### config.mk
export PLATFORM = sky130hd
export DESIGN_NAME = link_reconnect_backoff_fsm
export DESIGN_NICKNAME = d
export VERILOG_FILES = /design/src/rtl/lrb_pkg.sv /design/src/rtl/lrb_cfg.sv /design/src/rtl/lrb_fsm.sv /design/src/rtl/link_reconnect_backoff_fsm.sv
export SDC_FILE = /design/constraint.sdc
export NUM_CORES = 1
export LEC_CHECK = 0
export ABC_CLOCK_PERIOD_IN_PS = 6100
export BUFFER_PORTS_ARGS = -buffer_cell sky130_fd_sc_hd__buf_4
export CORE_MARGIN = 2
export CORE_UTILIZATION = 35
export CTS_CLUSTER_DIAMETER = 30
export DETAILED_ROUTE_END_ITERATION = 8
export PLACE_DENSITY_LB_ADDON = 0.15
export SLEW_MARGIN = 20
export SYNTH_ARGS = -nofsm -noshare
export SYNTH_HDL_FRONTEND = slang
export SYNTH_HIERARCHICAL = 1
export SYNTH_SLANG_ARGS = --single-unit
### constraint.sdc
create_clock -name clk -period 6.1 [get_ports clk]
set_input_delay 0.915 -clock clk [delete_from_list [all_inputs] [get_ports clk]]
set_output_delay 0.915 -clock clk [all_outputs]
set_load 0.03 [all_outputs]
### src/rtl/lrb_pkg.sv
// ----------------------------------------------------------------------------
// lrb_pkg
// Types and constants shared by the link reconnect backoff controller.
// ----------------------------------------------------------------------------
`timescale 1ns / 1ps

package lrb_pkg;

    localparam int unsigned TIME_W  = 32;
    localparam int unsigned COUNT_W = 16;
    localparam int unsigned CFG_IDX_W = 2;

    localparam logic [CFG_IDX_W-1:0] REG_CONNECT_TIMEOUT = 2'd0;
    localparam logic [CFG_IDX_W-1:0] REG_BACKOFF_BASE    = 2'd1;
    localparam logic [CFG_IDX_W-1:0] REG_BACKOFF_MAX     = 2'd2;

    localparam logic [TIME_W-1:0] CONNECT_TIMEOUT_RESET = 32'd10000;
    localparam logic [TIME_W-1:0] BACKOFF_BASE_RESET    = 32'd1000;
    localparam logic [TIME_W-1:0] BACKOFF_MAX_RESET     = 32'd60000;

    localparam logic [COUNT_W-1:0] COUNT_MAX = 16'hFFFF;

    localparam logic CMD_POLL  = 1'b0;
    localparam logic CMD_START = 1'b1;

    localparam logic [1:0] STATE_IDLE       = 2'd0;
    localparam logic [1:0] STATE_CONNECTING = 2'd1;
    localparam logic [1:0] STATE_CONNECTED  = 2'd2;
    localparam logic [1:0] STATE_BACKOFF    = 2'd3;

    typedef struct packed {
        logic [TIME_W-1:0] connect_timeout_ms;
        logic [TIME_W-1:0] backoff_base_ms;
        logic [TIME_W-1:0] backoff_max_ms;
    } cfg_t;

    typedef struct packed {
        logic              command;
        logic [TIME_W-1:0] now_ms;
        logic              link_up;
    } item_t;

    typedef struct packed {
        logic [1:0]         state_code;
        logic               connect_request;
        logic               disconnect_request;
        logic [COUNT_W-1:0] retry_count;
        logic [TIME_W-1:0]  current_backoff_ms;
    } result_t;

endpackage

### src/rtl/lrb_cfg.sv
// ----------------------------------------------------------------------------
// lrb_cfg
// Configuration register file: timeout, base delay and maximum delay.
// ----------------------------------------------------------------------------
`timescale 1ns / 1ps

module lrb_cfg
(
    input  logic                          clk,
    input  logic                          rst_n,
    input  logic                          cfg_valid,
    output logic                          cfg_ready,
    input  logic [lrb_pkg::CFG_IDX_W-1:0] cfg_index,
    input  logic [lrb_pkg::TIME_W-1:0]    cfg_data,
    output lrb_pkg::cfg_t                 cfg
);

    lrb_pkg::cfg_t cfg_reg;

    assign cfg_ready = 1'b1;
    assign cfg       = cfg_reg;

    always_ff @(posedge clk or negedge rst_n)
    begin
        if (!rst_n)
        begin
            cfg_reg.connect_timeout_ms <= lrb_pkg::CONNECT_TIMEOUT_RESET;
            cfg_reg.backoff_base_ms    <= lrb_pkg::BACKOFF_BASE_RESET;
            cfg_reg.backoff_max_ms     <= lrb_pkg::BACKOFF_MAX_RESET;
        end
        else if (cfg_valid && cfg_ready)
        begin
            case (cfg_index)
                lrb_pkg::REG_CONNECT_TIMEOUT: cfg_reg.connect_timeout_ms <= cfg_data;
                lrb_pkg::REG_BACKOFF_BASE:    cfg_reg.backoff_base_ms    <= cfg_data;
                lrb_pkg::REG_BACKOFF_MAX:     cfg_reg.backoff_max_ms     <= cfg_data;
                default:
                begin
                end
            endcase
        end
    end

endmodule

### src/rtl/lrb_fsm.sv
// ----------------------------------------------------------------------------
// lrb_fsm
// Connection state machine. The state registers and the request pulses form
// the result register and advance once per request taken from the input stage.
// ----------------------------------------------------------------------------
`timescale 1ns / 1ps

module lrb_fsm
(
    input  logic              clk,
    input  logic              rst_n,
    input  logic              advance,
    input  lrb_pkg::item_t    item,
    input  lrb_pkg::cfg_t     cfg,
    output lrb_pkg::result_t  result
);

    typedef enum logic [1:0] {
        ST_IDLE       = lrb_pkg::STATE_IDLE,
        ST_CONNECTING = lrb_pkg::STATE_CONNECTING,
        ST_CONNECTED  = lrb_pkg::STATE_CONNECTED,
        ST_BACKOFF    = lrb_pkg::STATE_BACKOFF
    } state_t;

    state_t                       state_reg,   state_next;
    logic [lrb_pkg::TIME_W-1:0]   start_reg,   start_next;
    logic [lrb_pkg::TIME_W-1:0]   end_reg,     end_next;
    logic [lrb_pkg::TIME_W-1:0]   delay_reg,   delay_next;
    logic [lrb_pkg::COUNT_W-1:0]  count_reg,   count_next;
    logic                         creq_reg,    creq_next;
    logic                         dreq_reg,    dreq_next;

    logic [lrb_pkg::TIME_W-1:0]   elapsed;
    logic [lrb_pkg::TIME_W-1:0]   since_end;
    logic [lrb_pkg::TIME_W:0]     doubled;
    logic [lrb_pkg::TIME_W-1:0]   capped;
    logic                         timed_out;
    logic                         backoff_done;

    assign elapsed      = item.now_ms - start_reg;
    assign since_end    = item.now_ms - end_reg;
    assign timed_out    = elapsed > cfg.connect_timeout_ms;
    assign backoff_done = !since_end[lrb_pkg::TIME_W-1];
    assign doubled      = {delay_reg, 1'b0};
    assign capped       = (doubled > {1'b0, cfg.backoff_max_ms}) ? cfg.backoff_max_ms
                                                                 : doubled[lrb_pkg::TIME_W-1:0];

    always_comb
    begin
        state_next = state_reg;
        start_next = start_reg;
        end_next   = end_reg;
        delay_next = delay_reg;
        count_next = count_reg;
        creq_next  = 1'b0;
        dreq_next  = 1'b0;

        if (item.command == lrb_pkg::CMD_START)
        begin
            state_next = ST_CONNECTING;
            start_next = item.now_ms;
            creq_next  = 1'b1;
        end
        else
        begin
            case (state_reg)
                ST_CONNECTING:
                begin
                    if (item.link_up)
                    begin
                        state_next = ST_CONNECTED;
                        delay_next = cfg.backoff_base_ms;
                        count_next = '0;
                    end
                    else if (timed_out)
                    begin
                        state_next = ST_BACKOFF;
                        end_next   = item.now_ms + delay_reg;
                        delay_next = capped;
                        dreq_next  = 1'b1;
                        if (count_reg != lrb_pkg::COUNT_MAX)
                        begin
                            count_next = count_reg + 1'b1;
                        end
                    end
                end
                ST_CONNECTED:
                begin
                    if (!item.link_up)
                    begin
                        state_next = ST_CONNECTING;
                        start_next = item.now_ms;
                        creq_next  = 1'b1;
                    end
                end
                ST_BACKOFF:
                begin
                    if (backoff_done)
                    begin
                        state_next = ST_CONNECTING;
                        start_next = item.now_ms;
                        creq_next  = 1'b1;
                    end
                end
                default:
                begin
                end
            endcase
        end
    end

    always_ff @(posedge clk or negedge rst_n)
    begin
        if (!rst_n)
        begin
            state_reg <= ST_IDLE;
            start_reg <= '0;
            end_reg   <= '0;
            delay_reg <= lrb_pkg::BACKOFF_BASE_RESET;
            count_reg <= '0;
            creq_reg  <= 1'b0;
            dreq_reg  <= 1'b0;
        end
        else if (advance)
        begin
            state_reg <= state_next;
            start_reg <= start_next;
            end_reg   <= end_next;
            delay_reg <= delay_next;
            count_reg <= count_next;
            creq_reg  <= creq_next;
            dreq_reg  <= dreq_next;
        end
    end

    assign result.state_code         = state_reg;
    assign result.connect_request    = creq_reg;
    assign result.disconnect_request = dreq_reg;
    assign result.retry_count        = count_reg;
    assign result.current_backoff_ms = delay_reg;

endmodule

### src/rtl/link_reconnect_backoff_fsm.sv
// ----------------------------------------------------------------------------
// link_reconnect_backoff_fsm
// Link reconnection controller with exponential backoff.
//
// Requests arrive on the input channel (in_valid, in_stall): a start command
// or a poll carrying now_ms and link_up. Each request produces exactly one
// result on the output channel (out_valid, out_stall) with the new state,
// the connect and disconnect pulses, the retry count and the current delay.
// A request is registered in the input register at the edge it is accepted;
// its result is shown once the state update has loaded the result register.
// One request per cycle is sustained while the receiver does not stall: the
// next request is taken while the previous result is still being offered,
// since the state update sits between the input and result registers.
// When the receiver stalls, the result holds and the input register keeps
// one request; in_stall rises only when both are occupied.
// The configuration channel (cfg_valid, cfg_ready) is always ready and
// writes by register index. Reset clears both channels, sets the state to
// idle and loads the register defaults and the base delay.
// ----------------------------------------------------------------------------
`timescale 1ns / 1ps

module link_reconnect_backoff_fsm
(
    input  logic                           clk,
    input  logic                           rst_n,

    input  logic                           in_valid,
    output logic                           in_stall,
    input  logic                           command,
    input  logic [lrb_pkg::TIME_W-1:0]     now_ms,
    input  logic                           link_up,

    output logic                           out_valid,
    input  logic                           out_stall,
    output logic [1:0]                     state_code,
    output logic                           connect_request,
    output logic                           disconnect_request,
    output logic [lrb_pkg::COUNT_W-1:0]    retry_count,
    output logic [lrb_pkg::TIME_W-1:0]     current_backoff_ms,

    input  logic                           cfg_valid,
    output logic                           cfg_ready,
    input  logic [lrb_pkg::CFG_IDX_W-1:0]  cfg_index,
    input  logic [lrb_pkg::TIME_W-1:0]     cfg_data
);

    lrb_pkg::cfg_t    cfg;
    lrb_pkg::item_t   item_reg;
    lrb_pkg::result_t result;

    logic in_v_reg,  in_v_next;
    logic out_v_reg, out_v_next;
    logic out_free;
    logic advance;
    logic in_take;

    assign out_free = !out_v_reg || !out_stall;
    assign advance  = in_v_reg && out_free;
    assign in_stall = in_v_reg && !out_free;
    assign in_take  = in_valid && !in_stall;

    assign in_v_next  = in_take || (in_v_reg && !advance);
    assign out_v_next = advance || (out_v_reg && out_stall);

    always_ff @(posedge clk or negedge rst_n)
    begin
        if (!rst_n)
        begin
            in_v_reg  <= 1'b0;
            out_v_reg <= 1'b0;
        end
        else
        begin
            in_v_reg  <= in_v_next;
            out_v_reg <= out_v_next;
        end
    end

    always_ff @(posedge clk)
    begin
        if (in_take)
        begin
            item_reg.command <= command;
            item_reg.now_ms  <= now_ms;
            item_reg.link_up <= link_up;
        end
    end

    lrb_cfg u_cfg
    (
        .clk       (clk),
        .rst_n     (rst_n),
        .cfg_valid (cfg_valid),
        .cfg_ready (cfg_ready),
        .cfg_index (cfg_index),
        .cfg_data  (cfg_data),
        .cfg       (cfg)
    );

    lrb_fsm u_fsm
    (
        .clk     (clk),
        .rst_n   (rst_n),
        .advance (advance),
        .item    (item_reg),
        .cfg     (cfg),
        .result  (result)
    );

    assign out_valid          = out_v_reg;
    assign state_code         = result.state_code;
    assign connect_request    = result.connect_request;
    assign disconnect_request = result.disconnect_request;
    assign retry_count        = result.retry_count;
    assign current_backoff_ms = result.current_backoff_ms;

endmodule

==> impl_metrics.tcl, run 1 <==
set metrics [dict create \
    htree_levels 3 \
    synth_cell_types 68 \
    syn_inst 1501 \
    die_x_um 215 \
    dr.first_iter.drc_count 661 \
    dr.pass1.iters 5 \
    clockBufferDepth 3 \
    nets 1910 \
    core_region_area_sq_um 44100 \
    skew_ns 0.0411 \
    async_flop_share_pct 86.3 \
    cap_violations 0 \
    grt_pass1_wl_um 68100 \
    final_max_slew_viol_count 0 \
    synth_top_area_cell "dfrtp_1" \
    ir_drop_v 0.000280 \
    rows 77 \
    port_buffers 126 \
    cts_buffers 75 \
    pre_cts_slack_ns 0.275 \
    end_kind "register" \
    slew_headroom_pct 36.0 \
    startpoint "item_reg[1]" \
    ant_nets 0 \
    clk_pin_slew_worst_paths_ns 0.04 \
    fillers 4250 \
    syn-num-nets 1735 \
    avgRoutedWirePerCell_um 18.9 \
    drive_gt1_share_pct 24.5 \
    r2r_cells 24 \
    setup_viol 0 \
    fmax_mhz 177 \
    setup-tns-final_ns 0 \
    p_leak_nw 9.55 \
    grt_use_total_pct 18.9 \
    cts_tree "built" \
    synth-seq-area-share_pct 41.1 \
    hpwl_um 31100 \
    grt_remaining_overflow 0 \
    avgSynthCellArea_sq_um 10.4 \
    synth_common_cells "dfrtp_1, ha_1, inv_1" \
    antenna_cells 0 \
    cts-root-buf "clkbuf_16" \
    start_util_pct 35.4 \
    crit_arrival_ns 6.10 \
    synth_area_leaders "dfrtp_1, ha_1, mux2_2, edfxtp_1, dfstp_2" \
    synth_edf_count 34 \
    cp_max_fo 20 \
    r2r-end "u_fsm/count_reg[2]" \
    min_period_over_period_pct 92.5 \
    synth_ff_type "dfrtp_1" \
    critPathKind "register to register" \
    drt_wl_total_um 43900 \
    first_global_vias 12200 \
    startpoint_type "register" \
    die_h_um 215 \
    holdCritPathClass "input port to async pin" \
    gp_congestion 0.837 \
    rsz0062_at_grt "false" \
    synth_seq_cells 248 \
    ys_warn_count 6 \
    ioPinCount 128 \
    critPathRequiredTime_ns 6.56 \
    finalHoldViolations 0 \
    r2r_slack_ns 0.46 \
    tightest_slew_ns 0.961 \
    synth_area_sq_um 15600 \
    status "finished, final reports clean" \
    area_growth_pct 26.8 \
    die-area_sq_um 46300 \
    antenna_found_initial 0 \
    drc 0 \
    largest_reg_flops 96 \
    grt_max_degree 110 \
    vias 12100 \
    p_per_area_nw_per_um2 527 \
    clk-insertion-delay-late_ns 0.61 \
    finalWorstSetupSlack_ns 0.456 \
    yosysTopAreaCellShare_pct 30.5 \
    timing.final.crit_period_ns 5.64 \
    cts.sinks 248 \
    synth.most_common_cell "dfrtp_1" \
    worstReg2RegStart "item_reg[1]" \
    avgViaCountPerCell 5.19 \
]
## area by class of cell
cell class	instances	area, sq um	share of cell area [%]
timing repair buffer	143	1170	5.90
multi-input combinational	1060	8440	42.6
sequential	248	6410	32.4
tap	592	741	3.74
clock buffer	105	2090	10.6
clock inverter	30	384	1.94
inverter	148	556	2.81
## worst max-delay path, cell delays in order (launching register included)
cell	delay, ns
edfxtp_1	0.41
inv_1	0.08
ha_1	0.16
inv_1	0.05
fa_1	0.41
a211oi_1	0.31
o21a_1	0.19
o31ai_1	0.12
a221o_1	0.42
a31oi_1	0.26
o31ai_1	0.17
a221o_1	0.34
a21oi_1	0.19
xnor2_1	0.10
ha_1	0.20
a21o_1	0.18
a21o_1	0.17
a21oi_1	0.16
o21ai_0	0.15
o311ai_1	0.32
a31oi_1	0.13
o211ai_4	0.32
clkbuf_16	0.27
nor4b_1	0.07
a211o_1	0.30
## per-stage QoR
stage | area, sq um | instances | util [%] | power, W | hold slack [ns]
3_3_place_gp | 17200 | 2187 | 39.0 | 0.00657 | 0.462
4_1_cts | 19700 | 2322 | 44.6 | 0.0105 | 0.410
5_1_grt | 19800 | 2326 | 44.8 | 0.0112 | 0.433
2_1_floorplan | 15600 | 1501 | - | 0.00542 | 0.449
6_report | 19800 | 2326 | 44.8 | 0.0104 | 0.370
3_5_place_dp | 17200 | 2187 | 39.0 | 0.00664 | 0.468
## repair_timing
item                       4_1_cts  5_1_grt
setup endpoints to repair        0       15
buffers inserted                 0        1
hold buffers                     0        0
gates resized for setup          0        7
## power breakdown
part	leakage [nW]	total, W	switching, W	internal, W
Sequential	2.90	0.00255	0.000418	0.00213
Clock	1.21	0.00375	0.00115	0.00260
Combinational	5.43	0.00412	0.00229	0.00182
## worst max path at each step
stage | end | depth (start not counted) | slack (ns)
after CTS | u_fsm/count_reg[0] | 23 | 0.23
final | u_fsm/count_reg[2] | 24 | 0.46
after floorplan | u_fsm/delay_reg[4] | 24 | 0.97
after global routing | u_fsm/count_reg[2] | 24 | 0.04
after detailed placement | u_fsm/count_reg[1] | 23 | 0.28
after global placement | u_fsm/count_reg[4] | 24 | 0.41
## metal layers
layer	global-route usage (%)	vias to the layer above	routed length (um)
met2	31.4	272	20800
met3	4.64	72	2330
met4	6.30	0	962
li1	-	5820	-
met5	0	-	0
met1	24.0	5901	19800
## logic make-up (layout without fill, tap and decap cells)
group	count (synthesis)	count (layout)	share of synthesized area (%)
AO/OA/AOI/OAI	353	353	15.5
XOR/XNOR	56	56	3.14
buffers and inverters	193	426	5.26
AND/OR/NAND/NOR	324	324	10.4
adder cells (fa/ha/maj)	161	161	13.0
multiplexers	165	165	11.6
other	1	1	0.0240
flip-flops	248	248	41.1
## cells in the final DEF, fill, tap and decap left out, types with 9 or more instances in the layout
cell type,Yosys,layout
a211o_1,10,10
a211oi_1,12,11
a21o_1,71,71
a21oi_1,76,76
a221o_1,9,9
and3_1,17,17
buf_4,5,135
clkbuf_1,16,20
clkbuf_16,0,76
clkbuf_8,3,10
dfrtp_1,190,190
dfstp_2,24,24
edfxtp_1,34,34
ha_1,159,159
inv_1,148,148
mux2_1,10,10
mux2_2,121,121
mux2i_1,34,34
nand2_1,131,129
nand2b_1,9,9
nand3_1,16,16
nand4_1,24,24
nor2_1,55,55
nor2b_1,17,17
nor3_1,9,9
nor4b_1,9,9
o211ai_1,11,11
o21a_1,14,14
o21ai_0,67,67
o221ai_1,31,31
o31ai_1,9,9
xnor2_1,31,31
xor2_1,25,25
Note: power is estimated with default switching activity, not from simulation.
==> inputs of run 2 (changes only) <==
--- a/config.mk
+++ b/config.mk
@@ -12,6 +12,7 @@
 export CTS_CLUSTER_DIAMETER = 30
 export DETAILED_ROUTE_END_ITERATION = 8
 export PLACE_DENSITY_LB_ADDON = 0.15
+export RECOVER_POWER = 100
 export SLEW_MARGIN = 20
 export SYNTH_ARGS = -nofsm -noshare
 export SYNTH_HDL_FRONTEND = slang
==> run 2 against run 1 <==
Against the previous run:
- the run now ends with capacitance limit, slew limit left
- utilization down 0.63 points
- critical path depth is the same
- die area did not move
- maximum frequency hardly changed
- cell count unchanged
- cell area shrank 1.4%
- critical path type unchanged
- flip-flop and latch count stayed put
==> impl_metrics.tcl, run 2 (synthesis results as in run 1) <==
set metrics [dict create \
    startpoint_type "register" \
    seqCellArea_sq_um 6410 \
    r2r_slack_ns 0.45 \
    die_x_um 215 \
    clockBufferDepth 3 \
    first_global_vias 12200 \
    final_max_slew_viol_count 254 \
    setup-tns-final_ns 0 \
    placed_cell_area_sq_um 17200 \
    clk-insertion-delay-late_ns 0.61 \
    hold_end "out_valid" \
    swShare_pct 37.3 \
    fmax_mhz 177 \
    nets 1910 \
    multi_input_area_sq_um 8410 \
    worstReg2RegStart "item_reg[1]" \
    skew_ns 0.0415 \
    rows 77 \
    final_common_cell "dfrtp_1" \
    status "complete, but fails checks" \
    tightest_slew_ns 2.84 \
    pwr-share-seq_pct 24.7 \
    p_comb_share_pct 39.1 \
    violations "capacitance limit, slew limit" \
    finalHoldViolations 0 \
    cts_buffers 75 \
    finalCoreUtilization_pct 44.2 \
    setup_viol 0 \
    cp_max_fo 20 \
    crit_arrival_ns 6.10 \
    cts.sinks 248 \
    timing.final.crit_period_ns 5.65 \
    min-delay-start "in_v_reg" \
    core_region_area_sq_um 44100 \
    ant_nets 0 \
    p_per_area_nw_per_um2 530 \
    largest_reg_flops 96 \
    die_h_um 215 \
    avgViaCountPerCell 5.20 \
    vias 12100 \
    end_kind "register" \
    grt_use_total_pct 18.9 \
    finalWorstSetupSlack_ns 0.453 \
    cts_tree "built" \
    antenna_found_initial 0 \
    hpwl_um 31100 \
    drc 0 \
    clk_pin_slew_worst_paths_ns 0.04 \
    rsz0062_at_grt "false" \
    critPathRequiredTime_ns 6.56 \
    grt_remaining_overflow 0 \
    critPathKind "register to register" \
    internal-power_w 0.00647 \
    drt_wl_total_um 44000 \
    gp_congestion 0.837 \
    dr.pass1.iters 5 \
    grt_pass1_wl_um 68100 \
    r2r_cells 24 \
    htree_levels 3 \
    antenna_cells 0 \
    cap_violations 6 \
    port_buffers 126 \
    switching_power_w 0.00386 \
    die-area_sq_um 46300 \
    slew_headroom_pct -89.4 \
    avgRoutedWirePerCell_um 18.9 \
    fin_area_sq_um 19500 \
    final_cell_mix "dfrtp_1, ha_1, inv_1" \
    min_period_over_period_pct 92.6 \
    area_growth_pct 25.0 \
    r2r-end "u_fsm/count_reg[2]" \
    p_leak_nw 9.29 \
    drive_gt1_share_pct 20.6 \
    start_util_pct 35.4 \
    dr.first_iter.drc_count 649 \
    ioPinCount 128 \
    holdCritPathClass "register to register" \
    pwr-share-clk_pct 36.2 \
    pre_cts_slack_ns 0.275 \
    fillers 4305 \
    hold_depth 1 \
    grt_max_degree 110 \
    finalPower_w 0.0103 \
    ir_drop_v 0.000276 \
    cts-root-buf "clkbuf_16" \
]
[run 2: cell count changes in the layout (fill, tap and decap cells not counted), sizes merged]
| cell | before | now |
|---|---|---|
| buf | 142 | 54 |
| clkbuf | 106 | 194 |
[run 2: per-layer routing]
layer,vias up,wire [um],GRT usage [%]
met5,-,0,0
met4,0,872,6.30
met3,69,2380,4.64
met2,284,21000,31.4
met1,5935,19800,24.0
li1,5818,-,-
[run 2: worst max-delay path by stage]
| stage | endpoint | slack [ns] | start | cells past startpoint |
|---|---|---|---|---|
| 2_1_floorplan | u_fsm/delay_reg[4] | 0.97 | item_reg[1] | 24 |
| 3_3_place_gp | u_fsm/count_reg[4] | 0.41 | item_reg[1] | 24 |
| 3_5_place_dp | u_fsm/count_reg[1] | 0.28 | item_reg[1] | 23 |
| 4_1_cts | u_fsm/count_reg[0] | 0.23 | item_reg[1] | 23 |
| 5_1_grt | u_fsm/count_reg[4] | 0.03 | item_reg[1] | 24 |
| 6_report | u_fsm/count_reg[2] | 0.45 | item_reg[1] | 24 |
[run 2: per-stage QoR]
stage | instances | hold WS (ns)
floorplan | 1501 | 0.449
global placement | 2187 | 0.462
detailed placement | 2187 | 0.468
CTS | 2322 | 0.410
global route | 2326 | 0.492
finish | 2326 | 0.470
[run 2: layout make-up]
type | instances | area share, %
Multi-Input combinational cell | 1060 | 43.1
Sequential cell | 248 | 32.8
Clock buffer | 105 | 10.7
Timing Repair Buffer | 143 | 4.72
Tap cell | 592 | 3.80
Inverter | 148 | 2.85
Clock inverter | 30 | 1.97
[run 2: critical path: stages, from the launching register on]
cell       delay (ns)
edfxtp_1         0.41
inv_1            0.08
ha_1             0.16
inv_1            0.05
fa_1             0.41
a211oi_1         0.31
o21a_1           0.19
o31ai_1          0.12
a221o_1          0.42
a31oi_1          0.26
o31ai_1          0.17
a221o_1          0.34
a21oi_1          0.19
xnor2_1          0.11
ha_1             0.20
a21o_1           0.18
a21o_1           0.17
a21oi_1          0.16
o21ai_0          0.15
o311ai_1         0.31
a31oi_1          0.13
o211ai_4         0.32
clkbuf_16        0.28
nor4b_1          0.07
a211o_1          0.30
[run 2: timing repair]
item	in CTS	in global routing
setup buffers	0	1
gates resized for setup	0	7
setup endpoints to repair	0	15
hold buffers	0	0
[run 2: power by group through the flow]
stage / Sequential (W) / Combinational, W / Clock (W)
floorplan: 0.00258 / 0.00285 / 0
detailed placement: 0.00259 / 0.00405 / 0
global placement: 0.00258 / 0.00399 / 0
global route: 0.00261 / 0.00454 / 0.00393
finish: 0.00255 / 0.00404 / 0.00374
CTS: 0.00257 / 0.00409 / 0.00383
